`config.mk`:
```
export PLATFORM = sky130hd
export DESIGN_NAME = binary_sample_record_deframer
export DESIGN_NICKNAME = d
export VERILOG_FILES = /design/src/sv/bsrd_pkg.sv /design/src/sv/binary_sample_record_deframer.sv
export SDC_FILE = /design/constraint.sdc
export NUM_CORES = 1
export LEC_CHECK = 0
export BUFFER_PORTS_ARGS = -buffer_cell sky130_fd_sc_hd__buf_2
export CORE_ASPECT_RATIO = 1.2
export CORE_MARGIN = 3
export CORE_UTILIZATION = 50
export CTS_BUF_LIST = sky130_fd_sc_hd__clkbuf_8 sky130_fd_sc_hd__clkbuf_16
export DETAILED_ROUTE_END_ITERATION = 12
export GPL_ROUTABILITY_DRIVEN = 0
export PLACE_DENSITY_LB_ADDON = 0.05
export SLEW_MARGIN = 20
export SYNTH_ARGS = -nofsm -noshare
export SYNTH_HDL_FRONTEND = slang
export SYNTH_SLANG_ARGS = --single-unit
```
`constraint.sdc`:
```
create_clock -name clk -period 11.9 [get_ports clk]
set_clock_uncertainty 0.2 [all_clocks]
set_input_delay 2.38 -clock clk [delete_from_list [all_inputs] [get_ports clk]]
set_output_delay 2.38 -clock clk [all_outputs]
set_load 0.005 [all_outputs]
```
`src/sv/bsrd_pkg.sv`:
```
`default_nettype none

package bsrd_pkg;

  // Channel limits; counts above these saturate on write (only the low count bits are compared)
  localparam int unsigned MAX_ANALOG  = 64;
  localparam int unsigned MAX_DIGITAL = 256;

  localparam int unsigned ACNT_W = 7;
  localparam int unsigned DCNT_W = 9;
  localparam int unsigned STOP_W = 31;
  localparam int unsigned POS_W  = 9;
  localparam int unsigned ADDR_W = 4;

  // Register indexes (byte address = 4 * index)
  typedef enum logic [1:0] {
    REG_ANALOG_COUNT  = 2'd0,
    REG_DIGITAL_COUNT = 2'd1,
    REG_STOP_SAMPLE   = 2'd2,
    REG_UNUSED        = 2'd3
  } reg_idx_t;

  // Result kinds
  typedef enum logic [1:0] {
    KIND_SAMPLE  = 2'd0,
    KIND_TSTAMP  = 2'd1,
    KIND_ANALOG  = 2'd2,
    KIND_DIGITAL = 2'd3
  } kind_t;

endpackage

`default_nettype wire

```
`src/sv/binary_sample_record_deframer.sv`:
```
// Channel  | Direction | Handshake                 | Payload
// in_      | input     | in_valid / in_ready       | in_data_byte[7:0]
// out_     | output    | out_valid / out_ready     | kind, channel, value, last, stop
// cfg_     | input     | APB psel/penable/pready   | paddr[3:0], pwdata/prdata[31:0]
//
// A byte is decoded in the cycle it is accepted and its results land in a
// result buffer; one result per cycle moves to the output register unless stalled.
// Bytes giving zero or one result are taken every cycle unless stalled; a digital
// byte gives up to eight results and holds in_ready low until its last one moves.
// Reset (rst_n, synchronous) clears registers, record position and stop state.
// A stalled output holds the output register, then the result buffer, then input.
`default_nettype none

module binary_sample_record_deframer (
  input  wire logic                         clk,
  input  wire logic                         rst_n,
  // byte input
  input  wire logic                         in_valid,
  output logic                              in_ready,
  input  wire logic [7:0]                   in_data_byte,
  // result output
  output logic                              out_valid,
  input  wire logic                         out_ready,
  output bsrd_pkg::kind_t                   out_kind,
  output logic [7:0]                        out_channel,
  output logic signed [31:0]                out_value,
  output logic                              out_last_of_record,
  output logic                              out_stop_reached,
  // configuration
  input  wire logic                         cfg_psel,
  input  wire logic                         cfg_penable,
  input  wire logic                         cfg_pwrite,
  input  wire logic [bsrd_pkg::ADDR_W-1:0]  cfg_paddr,
  input  wire logic [31:0]                  cfg_pwdata,
  output logic [31:0]                       cfg_prdata,
  output logic                              cfg_pready
);

  import bsrd_pkg::*;

  // configuration registers
  logic [ACNT_W-1:0] acnt_r;
  logic [DCNT_W-1:0] dcnt_r;
  logic [STOP_W-1:0] stop_r;

  // record state
  logic [POS_W-1:0]  pos_r, pos_nxt;
  logic [23:0]       wa_r, wa_nxt;
  logic              stop_pend_r, stop_pend_nxt;
  logic              done_r, done_nxt;

  // result buffer (decoded item)
  logic [3:0]        item_cnt_r, item_cnt_nxt;
  logic [2:0]        item_idx_r;
  kind_t             item_kind_r, item_kind_nxt;
  logic [7:0]        item_chan_r, item_chan_nxt;
  logic [31:0]       item_value_r, item_value_nxt;
  logic              item_last_r, item_last_nxt;
  logic              item_stop_r, item_stop_nxt;

  // output register
  logic              out_valid_r;
  kind_t             out_kind_r;
  logic [7:0]        out_chan_r;
  logic [31:0]       out_value_r;
  logic              out_last_r;
  logic              out_stop_r;

  logic              in_acc;
  logic              move;
  logic              cfg_wr;
  reg_idx_t          cfg_idx;

  assign cfg_idx    = reg_idx_t'(cfg_paddr[3:2]);
  assign cfg_pready = 1'b1;
  assign cfg_wr     = cfg_psel && cfg_penable && cfg_pwrite && cfg_pready;

  // register read mux
  always_comb begin
    unique case (cfg_idx)
      REG_ANALOG_COUNT:  cfg_prdata = {{(32-ACNT_W){1'b0}}, acnt_r};
      REG_DIGITAL_COUNT: cfg_prdata = {{(32-DCNT_W){1'b0}}, dcnt_r};
      REG_STOP_SAMPLE:   cfg_prdata = {{(32-STOP_W){1'b0}}, stop_r};
      default:           cfg_prdata = 32'd0;
    endcase
  end

  // register writes, counts saturate
  always_ff @(posedge clk) begin
    if (!rst_n) begin
      acnt_r <= '0;
      dcnt_r <= '0;
      stop_r <= '0;
    end else if (cfg_wr) begin
      unique case (cfg_idx)
        REG_ANALOG_COUNT: begin
          if (cfg_pwdata[ACNT_W-1:0] > ACNT_W'(MAX_ANALOG)) acnt_r <= ACNT_W'(MAX_ANALOG);
          else acnt_r <= cfg_pwdata[ACNT_W-1:0];
        end
        REG_DIGITAL_COUNT: begin
          if (cfg_pwdata[DCNT_W-1:0] > DCNT_W'(MAX_DIGITAL)) dcnt_r <= DCNT_W'(MAX_DIGITAL);
          else dcnt_r <= cfg_pwdata[DCNT_W-1:0];
        end
        REG_STOP_SAMPLE: stop_r <= cfg_pwdata[STOP_W-1:0];
        default: ;
      endcase
    end
  end

  // handshakes; no input is taken while reset is held
  assign move     = (item_cnt_r != 4'd0) && (!out_valid_r || out_ready);
  assign in_ready = rst_n && ((item_cnt_r == 4'd0) || (move && item_cnt_r == 4'd1));
  assign in_acc   = in_valid && in_ready;

  // byte decode: record layout, field assembly, result buffer load
  always_comb begin
    logic [POS_W-1:0] analog_end;
    logic [POS_W-1:0] rec_len;
    logic [4:0]       dwords;
    logic [POS_W:0]   pos_inc;
    logic [POS_W-1:0] aoff;
    logic [POS_W-1:0] doff;
    logic [7:0]       base;
    logic [DCNT_W-1:0] rem;
    logic [31:0]      word;
    logic [15:0]      raw;
    logic [7:0]       ach;
    logic [7:0]       b;

    b          = in_data_byte;
    analog_end = POS_W'(8) + {1'b0, acnt_r, 1'b0};
    dwords     = 5'((DCNT_W+1)'(dcnt_r) + (DCNT_W+1)'(15) >> 4);
    rec_len    = analog_end + POS_W'({dwords, 1'b0});
    pos_inc    = {1'b0, pos_r} + (POS_W+1)'(1);
    aoff       = pos_r - POS_W'(8);
    doff       = pos_r - analog_end;
    base       = {doff[4:0], 3'b000};
    rem        = dcnt_r - DCNT_W'(base);
    word       = {b, wa_r};
    raw        = {b, wa_r[7:0]};
    ach        = 8'(aoff >> 1);

    pos_nxt        = pos_r;
    wa_nxt         = wa_r;
    stop_pend_nxt  = stop_pend_r;
    done_nxt       = done_r;
    item_cnt_nxt   = 4'd0;
    item_kind_nxt  = KIND_SAMPLE;
    item_chan_nxt  = 8'd0;
    item_value_nxt = word;
    item_last_nxt  = 1'b0;
    item_stop_nxt  = stop_pend_r;

    if (!done_r) begin
      priority if (pos_r < POS_W'(8)) begin
        // sample number and timestamp, little endian
        unique case (pos_r[1:0])
          2'd0: wa_nxt = {16'd0, b};
          2'd1: wa_nxt = wa_r | {8'd0, b, 8'd0};
          2'd2: wa_nxt = wa_r | {b, 16'd0};
          default: begin
            item_cnt_nxt = 4'd1;
            if (pos_r[2] == 1'b0) begin
              stop_pend_nxt = (word == {1'b0, stop_r});
              item_stop_nxt = stop_pend_nxt;
              item_kind_nxt = KIND_SAMPLE;
            end else begin
              item_kind_nxt = KIND_TSTAMP;
              item_last_nxt = (acnt_r == '0) && (dcnt_r == '0);
            end
          end
        endcase
      end else if (pos_r < analog_end) begin
        // analog words, sign extended
        if (!pos_r[0]) begin
          wa_nxt = {16'd0, b};
        end else begin
          item_cnt_nxt   = 4'd1;
          item_kind_nxt  = KIND_ANALOG;
          item_chan_nxt  = ach;
          item_value_nxt = {{16{raw[15]}}, raw};
          item_last_nxt  = (dcnt_r == '0) && ((ach + 8'd1) == 8'(acnt_r));
        end
      end else if (pos_r < rec_len) begin
        // digital byte: bits below the channel count, LSB first
        item_kind_nxt  = KIND_DIGITAL;
        item_chan_nxt  = base;
        item_value_nxt = {24'd0, b};
        if (dcnt_r > DCNT_W'(base)) begin
          item_cnt_nxt  = (rem >= DCNT_W'(8)) ? 4'd8 : rem[3:0];
          item_last_nxt = (rem <= DCNT_W'(8));
        end
      end else begin
        // past the record end: no result
      end

      // end of record
      if (pos_inc >= {1'b0, rec_len}) begin
        pos_nxt       = '0;
        done_nxt      = stop_pend_nxt;
        stop_pend_nxt = 1'b0;
      end else begin
        pos_nxt = pos_inc[POS_W-1:0];
      end
    end
  end

  // record state registers
  always_ff @(posedge clk) begin
    if (!rst_n) begin
      pos_r       <= '0;
      wa_r        <= '0;
      stop_pend_r <= 1'b0;
      done_r      <= 1'b0;
    end else if (in_acc) begin
      pos_r       <= pos_nxt;
      wa_r        <= wa_nxt;
      stop_pend_r <= stop_pend_nxt;
      done_r      <= done_nxt;
    end
  end

  // result buffer
  always_ff @(posedge clk) begin
    if (!rst_n) begin
      item_cnt_r <= 4'd0;
      item_idx_r <= 3'd0;
    end else if (in_acc) begin
      item_cnt_r <= item_cnt_nxt;
      item_idx_r <= 3'd0;
    end else if (move) begin
      item_cnt_r <= item_cnt_r - 4'd1;
      item_idx_r <= item_idx_r + 3'd1;
    end
  end

  always_ff @(posedge clk) begin
    if (in_acc) begin
      item_kind_r  <= item_kind_nxt;
      item_chan_r  <= item_chan_nxt;
      item_value_r <= item_value_nxt;
      item_last_r  <= item_last_nxt;
      item_stop_r  <= item_stop_nxt;
    end
  end

  // output register, one result per cycle unless the output stalls
  always_ff @(posedge clk) begin
    if (!rst_n) begin
      out_valid_r <= 1'b0;
    end else if (move) begin
      out_valid_r <= 1'b1;
    end else if (out_ready) begin
      out_valid_r <= 1'b0;
    end
  end

  always_ff @(posedge clk) begin
    if (move) begin
      out_kind_r <= item_kind_r;
      if (item_kind_r == KIND_DIGITAL) begin
        out_chan_r  <= item_chan_r + {5'd0, item_idx_r};
        out_value_r <= {31'd0, item_value_r[item_idx_r]};
      end else begin
        out_chan_r  <= item_chan_r;
        out_value_r <= item_value_r;
      end
      out_last_r <= item_last_r && (item_cnt_r == 4'd1);
      out_stop_r <= item_last_r && (item_cnt_r == 4'd1) && item_stop_r;
    end
  end

  assign out_valid          = out_valid_r;
  assign out_kind           = out_kind_r;
  assign out_channel        = out_chan_r;
  assign out_value          = out_value_r;
  assign out_last_of_record = out_last_r;
  assign out_stop_reached   = out_stop_r;

`ifndef ASSERT_OFF
  // a byte with several results pending blocks new input
  a_busy_blocks_input: assert property (@(posedge clk) disable iff (!rst_n)
    (item_cnt_r > 4'd1) |-> !in_ready)
    else $error("input taken while result buffer busy");

  // the buffer never holds more than one byte's worth of bits
  a_cnt_bound: assert property (@(posedge clk) disable iff (!rst_n)
    item_cnt_r <= 4'd8)
    else $error("result buffer count out of range");

  // stop flag only on the last result of a record
  a_stop_on_last: assert property (@(posedge clk) disable iff (!rst_n)
    (out_valid && out_stop_reached) |-> out_last_of_record)
    else $error("stop flag without last flag");

  // once the stream has ended it stays ended
  a_done_sticky: assert property (@(posedge clk) disable iff (!rst_n)
    done_r |=> done_r)
    else $error("stream end cleared without reset");

  // nothing new enters the buffer after the stream has ended
  a_done_quiet: assert property (@(posedge clk) disable iff (!rst_n)
    (done_r && in_acc) |=> (item_cnt_r == 4'd0))
    else $error("result produced after stream end");
`endif

endmodule

`default_nettype wire
```
# [Word level (Yosys, flattened, before mapping)]
# Index checks and enable logic that the tools add are counted.
[word_totals] word_cells=138 output_inout_bits=79 in_bits=51 regBits=178
[classes] muxes=52 n_reduce_logical=30 bitwise_logic=4 eq_ne=10 n_lt_le_gt_ge=10 add_sub_neg=11
[ops] operator="32-bit 2-to-1 mux" n=4
[ops] operator="31-bit case mux with 3 select lines" n=1
[ops] operator="24-bit 2-to-1 mux" n=3
[ops] operator="24-bit case mux with 3 select lines" n=1
[ops] operator="32-bit by 31-bit equality test with 1-bit output" n=1
[ops] operator="4-bit 2-to-1 mux" n=8
[ops] operator="8-bit 2-to-1 mux" n=4
[ops] operator="31-bit 2-to-1 mux" n=1
[ops] operator="24-bit by 16-bit OR with 24-bit output" n=1
[ops] operator="24-bit OR" n=1
[ops] operator="1-bit 2-to-1 mux" n=22
[ops] operator="9-bit < comparator" n=2
[ops] operator="9-bit 2-to-1 mux" n=2
[ops] operator="9-bit by 1-bit adder with 10-bit output (second input constant)" n=1
[ops] operator="10-bit by 9-bit greater-or-equal comparator with 1-bit output" n=1
[ops] operator="1-bit logical AND" n=10
[ops] operator="4-bit by 8-bit adder with 9-bit output (first input constant)" n=1
[ops] operator="9-bit by 4-bit adder with 9-bit output (second input constant)" n=1
[ops] operator="9-bit by 6-bit adder with 9-bit output" n=1
[ops] operator="9-bit by 4-bit greater-or-equal comparator with 1-bit output (second input constant)" n=1
[ops] operator="9-bit by 8-bit greater-than comparator with 1-bit output" n=1
[ops] operator="9-bit greater-than comparator (second input constant)" n=1
[ops] operator="9-bit by 4-bit less-or-equal comparator with 1-bit output (second input constant)" n=1
[ops] operator="9-bit logical NOT" n=1
[ops] operator="other kinds (31)" n=46

# [Longest topological paths before layout]
# Gate-level depths: netlist (run 1).
[depth] word_depth=11 mapped_depth=20 ltp_nobuf=19

# [Least setup slack after synthesis (run 1)]
# No wires, ideal clock.
[synth_path] kind="input port to output port" startpoint="input cfg_paddr[2] (netlist name)" endpoint="output cfg_prdata[8]" path_buffers=2 arrival_time_ns=3.333 stages=4 path_slack_ns=5.987 cell_sequence="clkbuf_1 > nor2b_1 > clkbuf_1 > a22o_1"
[synth_via] elab_chain_cells=2 word_cells_on_any_way=4
[synth_lines] element="start, declared" line="binary_sample_record_deframer.sv:33" text="input wire logic [bsrd_pkg::ADDR_W-1:0] cfg_paddr,"
[synth_lines] element="2-bit equality test, or another cell as far along" line="binary_sample_record_deframer.sv:80" text="unique case (cfg_idx)"
[synth_lines] element="31-bit case mux with 3 select lines (*)" line="binary_sample_record_deframer.sv:80"
[synth_lines] element="end, declared" line="binary_sample_record_deframer.sv:35" text="output logic [31:0] cfg_prdata,"
# Every way passes the cells marked *; elsewhere a longest branch is shown, timed or not.

# [Final worst setup path (run 1)]
# Ends and elaborated chain as after synthesis.

==> impl_metrics.yaml, run 1 <==
yosys:
  synth_edf_count: 88
  yosysMostFrequentCell: "nand2_1"
  synth_area_leader_cell: "edfxtp_1"
  netlist.area_leader.share: 0.278
  async_flop_share: 0
  synthTopCellsByArea: "edfxtp_1 28%, dfxtp_1 19%, ha_1 6.7%, a21oi_1 5.7%, nand2_1 4.8%"
  ys.flop_type: "dfxtp_1"
  yosysSeqAreaShare: 0.467
  ys_ff_latch: 178
  syn_area_per_cell_um2: 9.64
  ys_types: 68
  yosys-top-cells-count: "122 x nand2_1, 108 x a21oi_1, 90 x dfxtp_1, 88 x edfxtp_1, 73 x nor2_1"
  synth_nets: 1094
  yosysWarnings: 0
  synth_area_um2: 9520
  postSynthCellCount: 988
timing:
  period_needed_ns: 6.17
  hold_viol: 0
  setup_viol: 0
  max_slew.worst_pin.slew_ns: 0.922
  max_slew_margin: 0.384
  rsz0062_at_grt: "false"
  fin_crit_sh: 0.519
  setup_tns_ns: 0
  setup_ws_ns: 5.73
  drv_slew: 0
  max_freq_mhz: 162
detailed_routing:
  vias_per_cell: 5.40
  drt_iter0_drc: 425
  wl_per_cell_um: 16.8
  post-route-drc-count: 0
  vias: 7264
  ant_nets: 0
  dr.pass1.iters: 4
  route.final.wire_length_um: 22600
global_route:
  antenna_found_initial: 0
  grt_usage: 0.218
  grt_max_degree: 60
  grt_first_pass_wirelength_um: 36300
  grt_pass1_vias: 6867
  overflow: 0
clock_tree:
  cts_root_buf: "clkbuf_16"
  insertion_delay_ns: 0.44
  numCtsBuffers: 17
  cts_tree: "done"
  cts_buffer_depth: 2
  cts_hold_buf: 0
  post_cts_buffers: 0
  path_clk_slew_ns: 0.07
  clock_sinks: 178
  h-tree-depth: 4
  cts_resized: 0
layout:
  drive_gt1_frac: 0.179
  syn_to_final_growth_pct: 14.7
  diodes: 0
  nNetsFinal: 1186
  finish.utilization: 0.592
  instances_no_fill: 1345
die:
  rows: 54
  top_level_ports: 130
  start_util: 0.516
  dieArea_um2: 20700
  dieWidth_um: 132
  core_um2: 18400
  die_h_um: 157
pwr:
  total_power_mw: 1.85
  p_per_area_nw_per_um2: 169
  ir_drop_uv: 91.2
  leakage_nw: 4.37
placed_design:
  port_buffers: 124
  dp_slack_ns: 5.74
  dp.cells: 1313
  dp_hpwl_um: 16600
critical_path:
  r2r_slack_ns: 7.21
  crit_top_cell: "buf_2"
  startpoint_type: "input pin"
  worstPathCellList: "buf_2, nor2b_1, buf_4, a22o_1, buf_2"
  r2r_cells: 18
  r2r-start: "dcnt_r[0]"
  reg2reg_to: "item_value_r[0]"
  required_ns: 9.32
  path_max_fanout: 25
  worst_setup_path_end_kind: "output pin"
  cp_slowest_cell: "nor2b_1"
  arrival_ns: 3.59
  crit_end: "cfg_prdata[8]"
  crit_type: "input pin to output pin"
  worstSetupStartpoint: "cfg_paddr[2]"
  max_stage_delay_ns: 0.41
outcome:
  outcome: "finished clean"
flow_run:
  maxCapViolCount: 0
hold_path:
  min_from: "stop_r[17]"
  min_path_type: "flop to flop"
## final cells by class
cell class	count	area, um^2
fillers	1658	7520
multi-input cells	721	4730
flip-flops and latches	178	4440
repair buffers	132	681
clock buffers	17	425
well taps	252	315
clock inverters	15	216
inverters	30	113
## worst min path at each step
stage / to / slack [ns] / cells past startpoint
detailed placement: stop_r[17] / 0.29 / 2
floorplan: out_kind[1] / 0.24 / 0
global route: stop_r[17] / 0.32 / 2
CTS: stop_r[17] / 0.29 / 2
finish: stop_r[17] / 0.30 / 2
global placement: stop_r[15] / 0.27 / 2
## cells by family after synthesis
kind of cell	share of synthesized area
muxes	0.0269
xor gates and xnor gates	0.0737
and+or+nand+nor	0.201
AOI/OAI and AO/OA	0.116
other	0.000789
adders and majority gates	0.0754
DFF	0.467
buffers and inverters	0.0394
## layer usage
| layer | global-route usage | wire, um | vias up |
|---|---|---|---|
| li1 | - | - | 3651 |
| met1 | 0.299 | 10300 | 3365 |
| met2 | 0.348 | 10500 | 217 |
| met3 | 0.0409 | 1270 | 31 |
| met4 | 0.0780 | 513 | 0 |
| met5 | 0 | 0 | - |
## cells in the final DEF (no fill, tap or decap), drive strengths merged, types with 4 or more instances in the layout
cell type	instances
nor2b	8
nor2	74
ha	51
nand3	28
or3	4
nor3b	18
nand2	122
o21ai	29
a21oi	108
a211oi	4
xnor2	50
edfxtp	88
and2	63
mux2	9
clkbuf	17
mux2i	11
xor2	25
a22o	10
dfxtp	90
fa	4
inv	36
nand4	16
buf	132
nor3	13
clkinv	9
nor4	8
o22ai	6
or4	5
and3	5
## worst max-delay path: cells and delay by family
kind / cells / cell delay [ns]
and+or+nand+nor: 1 / 0.41
buffers and inverters: 3 / 0.61
AOI/OAI and AO/OA: 1 / 0.18
## stage by stage
stage	instance area (um^2)	hold slack [ns]
2_1_floorplan	9520	0.241
3_3_place_gp	10300	0.270
3_5_place_dp	10300	0.286
4_1_cts	10900	0.295
5_1_grt	10900	0.318
6_report	10900	0.297
## power by group
group	total, mW	internal, mW	leakage (nW)	switching (mW)
combinational	0.397	0.162	2.49	0.235
sequential	0.864	0.811	1.58	0.0524
clock	0.587	0.294	0.307	0.292
## sequential cells by signal, indices dropped and copies added, names as in the netlist, 2 cells and up
register and flops:
item_value_r 32, out_value 32, stop_r 31, wa_r 24, dcnt_r 9, pos_r 9
item_chan_r 8, out_channel 8, acnt_r 7, item_cnt_r 4, item_idx_r 3, item_kind_r 2
out_kind 2
Note: power is estimated with default switching activity, not from simulation.
==> run 2: changes to the inputs <==
- ABC_AREA: unset -> 1
- clock period: 11.9 -> 6.1 ns (I/O delays scaled with it)
==> impl_metrics.yaml, run 2 <==
timing:
  setup_tns_ns: 0
  hold_viol: 0
  fin_crit_sh: 0.789
  drv_slew: 0
  max_slew.worst_pin.slew_ns: 0.979
  rsz0062_at_grt: "false"
  setup_viol: 0
  max_freq_mhz: 208
  max_slew_margin: 0.346
  period_needed_ns: 4.81
detailed_routing:
  route.final.wire_length_um: 25800
  vias: 8792
  wl_per_cell_um: 15.6
  post-route-drc-count: 0
  drt_iter0_drc: 729
  dr.pass1.iters: 6
  ant_nets: 0
  vias_per_cell: 5.32
critical_path:
  max_stage_delay_ns: 0.43
  r2r_slack_ns: 1.29
  worst_setup_path_end_kind: "flop"
  cp_slowest_cell: "dfxtp_1"
  crit_type: "flop to flop"
  arrival_ns: 4.79
  required_ns: 6.08
  crit_top_cell: "nor2_1"
  startpoint_type: "flop"
  worstPathCellList: "inv_1, nand3_1, inv_1, nor2_1, inv_1, nor2_1, inv_1, nor2_1, nor2_1, ha_1, nand2_1, nor2_1, a211oi_1, nor2_1, o21ai_0, nand2_1, a21boi_0, ha_1, a21oi_1, o21ai_0, a21oi_2, nand3_4, nand2_1, o22ai_1"
  path_max_fanout: 26
yosys:
  synth_area_um2: 10100
  async_flop_share: 0
  yosysMostFrequentCell: "nand2_1"
  yosys-top-cells-count: "238 x nand2_1, 170 x inv_1, 144 x nor2_1, 93 x o21ai_0, 91 x a21oi_1"
  synth_area_leader_cell: "edfxtp_1"
  netlist.area_leader.share: 0.262
  ys_ff_latch: 178
  yosysWarnings: 0
  ys.flop_type: "dfxtp_1"
  synth_nets: 1377
  ys_types: 52
  yosysSeqAreaShare: 0.440
  synthTopCellsByArea: "edfxtp_1 26%, dfxtp_1 18%, nand2_1 8.8%, ha_1 6.3%, inv_1 6.3%"
  postSynthCellCount: 1271
  synth_edf_count: 88
  syn_area_per_cell_um2: 7.95
clock_tree:
  cts_tree: "done"
  cts_root_buf: "clkbuf_16"
  insertion_delay_ns: 0.44
  post_cts_buffers: 0
  path_clk_slew_ns: 0.07
  h-tree-depth: 4
  numCtsBuffers: 17
  cts_hold_buf: 0
  cts_buffer_depth: 2
  cts_resized: 0
  clock_sinks: 178
layout:
  nFillCells: 1804
  regArea_um2: 4440
  nNetsFinal: 1486
  mostFrequentLayoutCell: "nand2_1"
  layout_common_cells: "238 x nand2_1, 169 x inv_1, 144 x nor2_1"
  drive_gt1_frac: 0.149
  syn_to_final_growth_pct: 13.9
  multi_input_area_um2: 4760
  diodes: 0
  finish.utilization: 0.585
pwr:
  total_power_mw: 3.57
  leakage_nw: 4.88
  ir_drop_uv: 218
  p_per_area_nw_per_um2: 310
die:
  dieWidth_um: 136
  start_util: 0.513
  top_level_ports: 130
  core_um2: 19700
  die_h_um: 162
  dieArea_um2: 22000
  rows: 56
global_route:
  grt_max_degree: 62
  grt_usage: 0.241
  antenna_found_initial: 0
  grt_pass1_vias: 8120
  overflow: 0
  grt_first_pass_wirelength_um: 42100
placed_design:
  port_buffers: 124
  dp_hpwl_um: 19400
hold_path:
  min_path_type: "flop to flop"
outcome:
  outcome: "finished clean"
flow_run:
  maxCapViolCount: 0
[run 2: changes by cell type after synthesis, moves of 11 or more]
| cell | change |
|---|---|
| a21oi_1 | -17 |
| nand3_1 | +21 |
| o21ai_0 | +65 |
| nand4_1 | +16 |
| inv_1 | +141 |
| nor3b_1 | -17 |
| clkbuf_1 | -20 |
| nand2_1 | +116 |
| nor2_1 | +71 |
| and2_1 | -63 |
| mux2i_1 | -11 |
| xnor2_1 | -39 |
| o22ai_1 | +29 |
[run 2: final cells by class]
cell class              instances  area share
clock inverters                15      0.0162
well taps                     261      0.0284
inverters                     187      0.0615
flip-flops and latches        178       0.386
repair buffers                129      0.0572
multi-input cells             867       0.414
clock buffers                  17      0.0370
[run 2: cells by family (layout without fill, tap and decap cells)]
group                    count (synthesis)  after routing  share of synthesized area
AO/OA/AOI/OAI                          261            261                      0.145
XOR/XNOR                                35             35                     0.0303
adder cells (fa/ha/maj)                 55             55                     0.0711
buffers and inverters                  226            348                     0.0888
flip-flops                             178            178                      0.440
other                                    2              2                   0.000743
AND/OR/NAND/NOR                        514            514                      0.224
[run 2: final timing paths]
kind / to / startpoint / depth (start not counted)
hold / removal: out_kind[0] / item_kind_r[0] / 0
setup / recovery: item_value_r[8] / dcnt_r[2] / 24
hold reg to reg: out_kind[0] / item_kind_r[0] / 0
setup reg to reg: item_value_r[8] / dcnt_r[2] / 24
[run 2: through the flow]
stage | hold WS [ns] | cells | area [um^2] | setup WS (ns)
3_5_place_dp | 0.254 | 1622 | 10900 | 1.32
2_1_floorplan | 0.226 | 1271 | 10100 | 2.26
5_1_grt | 0.280 | 1654 | 11500 | 0.779
6_report | 0.268 | 1654 | 11500 | 1.29
4_1_cts | 0.263 | 1654 | 11500 | 1.29
3_3_place_gp | 0.253 | 1622 | 10900 | 1.44
[run 2: power by group]
part	leakage [nW]	switching, mW	internal (mW)
clock network	0.298	0.549	0.564
logic	3.00	0.539	0.283
registers	1.59	0.0869	1.54
total	4.88	1.17	2.39
[run 2: worst max-delay path: cells and delay by family (launching register included)]
kind                     cells  cell delay (ns)
AND/OR/NAND/NOR             11             1.52
AO/OA/AOI/OAI                7             1.47
adder cells (fa/ha/maj)      2             0.66
flip-flops                   1             0.43
buffers and inverters        4             0.30
[run 2: layer usage]
layer / vias up / GRT usage / part of all wire
li1: 4471 / - / -
met1: 3947 / 0.352 / 0.46
met2: 327 / 0.365 / 0.44
met3: 47 / 0.0347 / 0.068
met4: 0 / 0.0921 / 0.026
met5: - / 0 / 0
==> run 3: changes to the inputs <==
- clock period: 6.1 -> 4.3 ns (I/O delays scaled with it)
==> impl_metrics.yaml, run 3 (synthesis gave the netlist of run 2 again) <==
outcome:
  outcome: "finished clean"
critical_path:
  path_max_fanout: 7
  crit_type: "flop to flop"
  startpoint_type: "flop"
  worst_setup_path_end_kind: "flop"
  required_ns: 4.27
  arrival_ns: 3.98
  r2r_slack_ns: 0.30
global_route:
  overflow: 0
  grt_max_degree: 49
  grt_pass1_vias: 8020
  grt_first_pass_wirelength_um: 41100
  antenna_found_initial: 0
  grt_usage: 0.236
clock_tree:
  cts_root_buf: "clkbuf_16"
  clock_sinks: 178
  numCtsBuffers: 17
  path_clk_slew_ns: 0.08
  cts_buffer_depth: 2
  h-tree-depth: 4
  cts_tree: "done"
  cts_hold_buf: 0
  insertion_delay_ns: 0.44
layout:
  nFillCells: 1825
  mostFrequentLayoutCell: "nand2_1"
  fin_area_um2: 11700
  syn_to_final_growth_pct: 15.9
  finish.utilization: 0.595
  layout_common_cells: "237 x nand2_1, 169 x inv_1, 143 x nor2_1"
  diodes: 0
  drive_gt1_frac: 0.166
  instances_no_fill: 1673
  nNetsFinal: 1505
die:
  dieArea_um2: 22000
  start_util: 0.513
  core_um2: 19700
  dieWidth_um: 136
  rows: 56
  top_level_ports: 130
  die_h_um: 162
detailed_routing:
  vias: 8793
  dr.pass1.iters: 5
  wl_per_cell_um: 15.4
  ant_nets: 0
  vias_per_cell: 5.26
  route.final.wire_length_um: 25700
  post-route-drc-count: 0
  drt_iter0_drc: 743
pwr:
  leakage_nw: 4.98
  ir_drop_uv: 286
  total_power_mw: 5.08
  p_per_area_nw_per_um2: 434
flow_run:
  maxCapViolCount: 0
timing:
  fin_crit_sh: 0.931
  setup_viol: 0
  max_slew_margin: 0.531
  setup_tns_ns: 0
  whs_ns: 0.259
  drv_slew: 0
  setup_ws_ns: 0.296
  period_needed_ns: 4.00
  max_slew.worst_pin.slew_ns: 0.703
  max_freq_mhz: 250
  hold_viol: 0
placed_design:
  port_buffers: 124
  dp.cells: 1637
  dp_hpwl_um: 19500
  dp_slack_ns: 0.136
  placed_area_um2: 11000
hold_path:
  min_path_type: "flop to flop"
run 3: cell type report:
cell class | instances | area [um^2] | area share
clock inverter | 15 | 191 | 0.0163
inverter | 187 | 709 | 0.0606
clock buffer | 17 | 425 | 0.0363
sequential | 178 | 4450 | 0.380
multi-input combinational | 868 | 4810 | 0.411
timing repair buffer | 147 | 801 | 0.0684
tap | 261 | 327 | 0.0279
run 3: worst max-delay path, cell delays in order, from the launching register on:
cell and delay [ns]:
dfxtp_1 0.37, nor2_2 0.07, nand3_1 0.07, inv_1 0.05, nor2_1 0.08, inv_1 0.07
nor2_1 0.12, inv_1 0.07, nor2_1 0.13, nor2_1 0.06, ha_1 0.36, nand2_1 0.09
nor2_1 0.04, a211oi_2 0.17, nor2_1 0.06, o21ai_1 0.12, nand2_1 0.12, xor2_2 0.17
ha_1 0.31, a21oi_1 0.14, o21ai_0 0.10, a21oi_2 0.23, nand3_4 0.19, buf_4 0.19
nand3_1 0.05, o21ai_0 0.09
run 3: routing by layer:
metal  wire (um)  GRT usage
met5           0          0
met4         531     0.0784
met3        1520     0.0319
met2       11500      0.364
met1       12200      0.344
run 3: worst paths after layout:
check / endpoint / cells past startpoint / start
worst max-delay path: item_value_r[9] / 25 / dcnt_r[0]
worst min-delay path: out_kind[0] / 0 / item_kind_r[0]
worst max register to register: item_value_r[9] / 25 / dcnt_r[0]
worst min register to register: out_kind[0] / 0 / item_kind_r[0]
run 3: timing repair:
action | in CTS | in global routing
buffers inserted | 0 | 3
setup endpoints to repair | 0 | 54
resized for setup | 0 | 16
run 3: power breakdown:
group | total [mW] | internal [mW] | switching, mW
Clock | 1.59 | 0.800 | 0.792
Combinational | 1.17 | 0.412 | 0.762
Sequential | 2.31 | 2.19 | 0.122
Total | 5.08 | 3.40 | 1.68
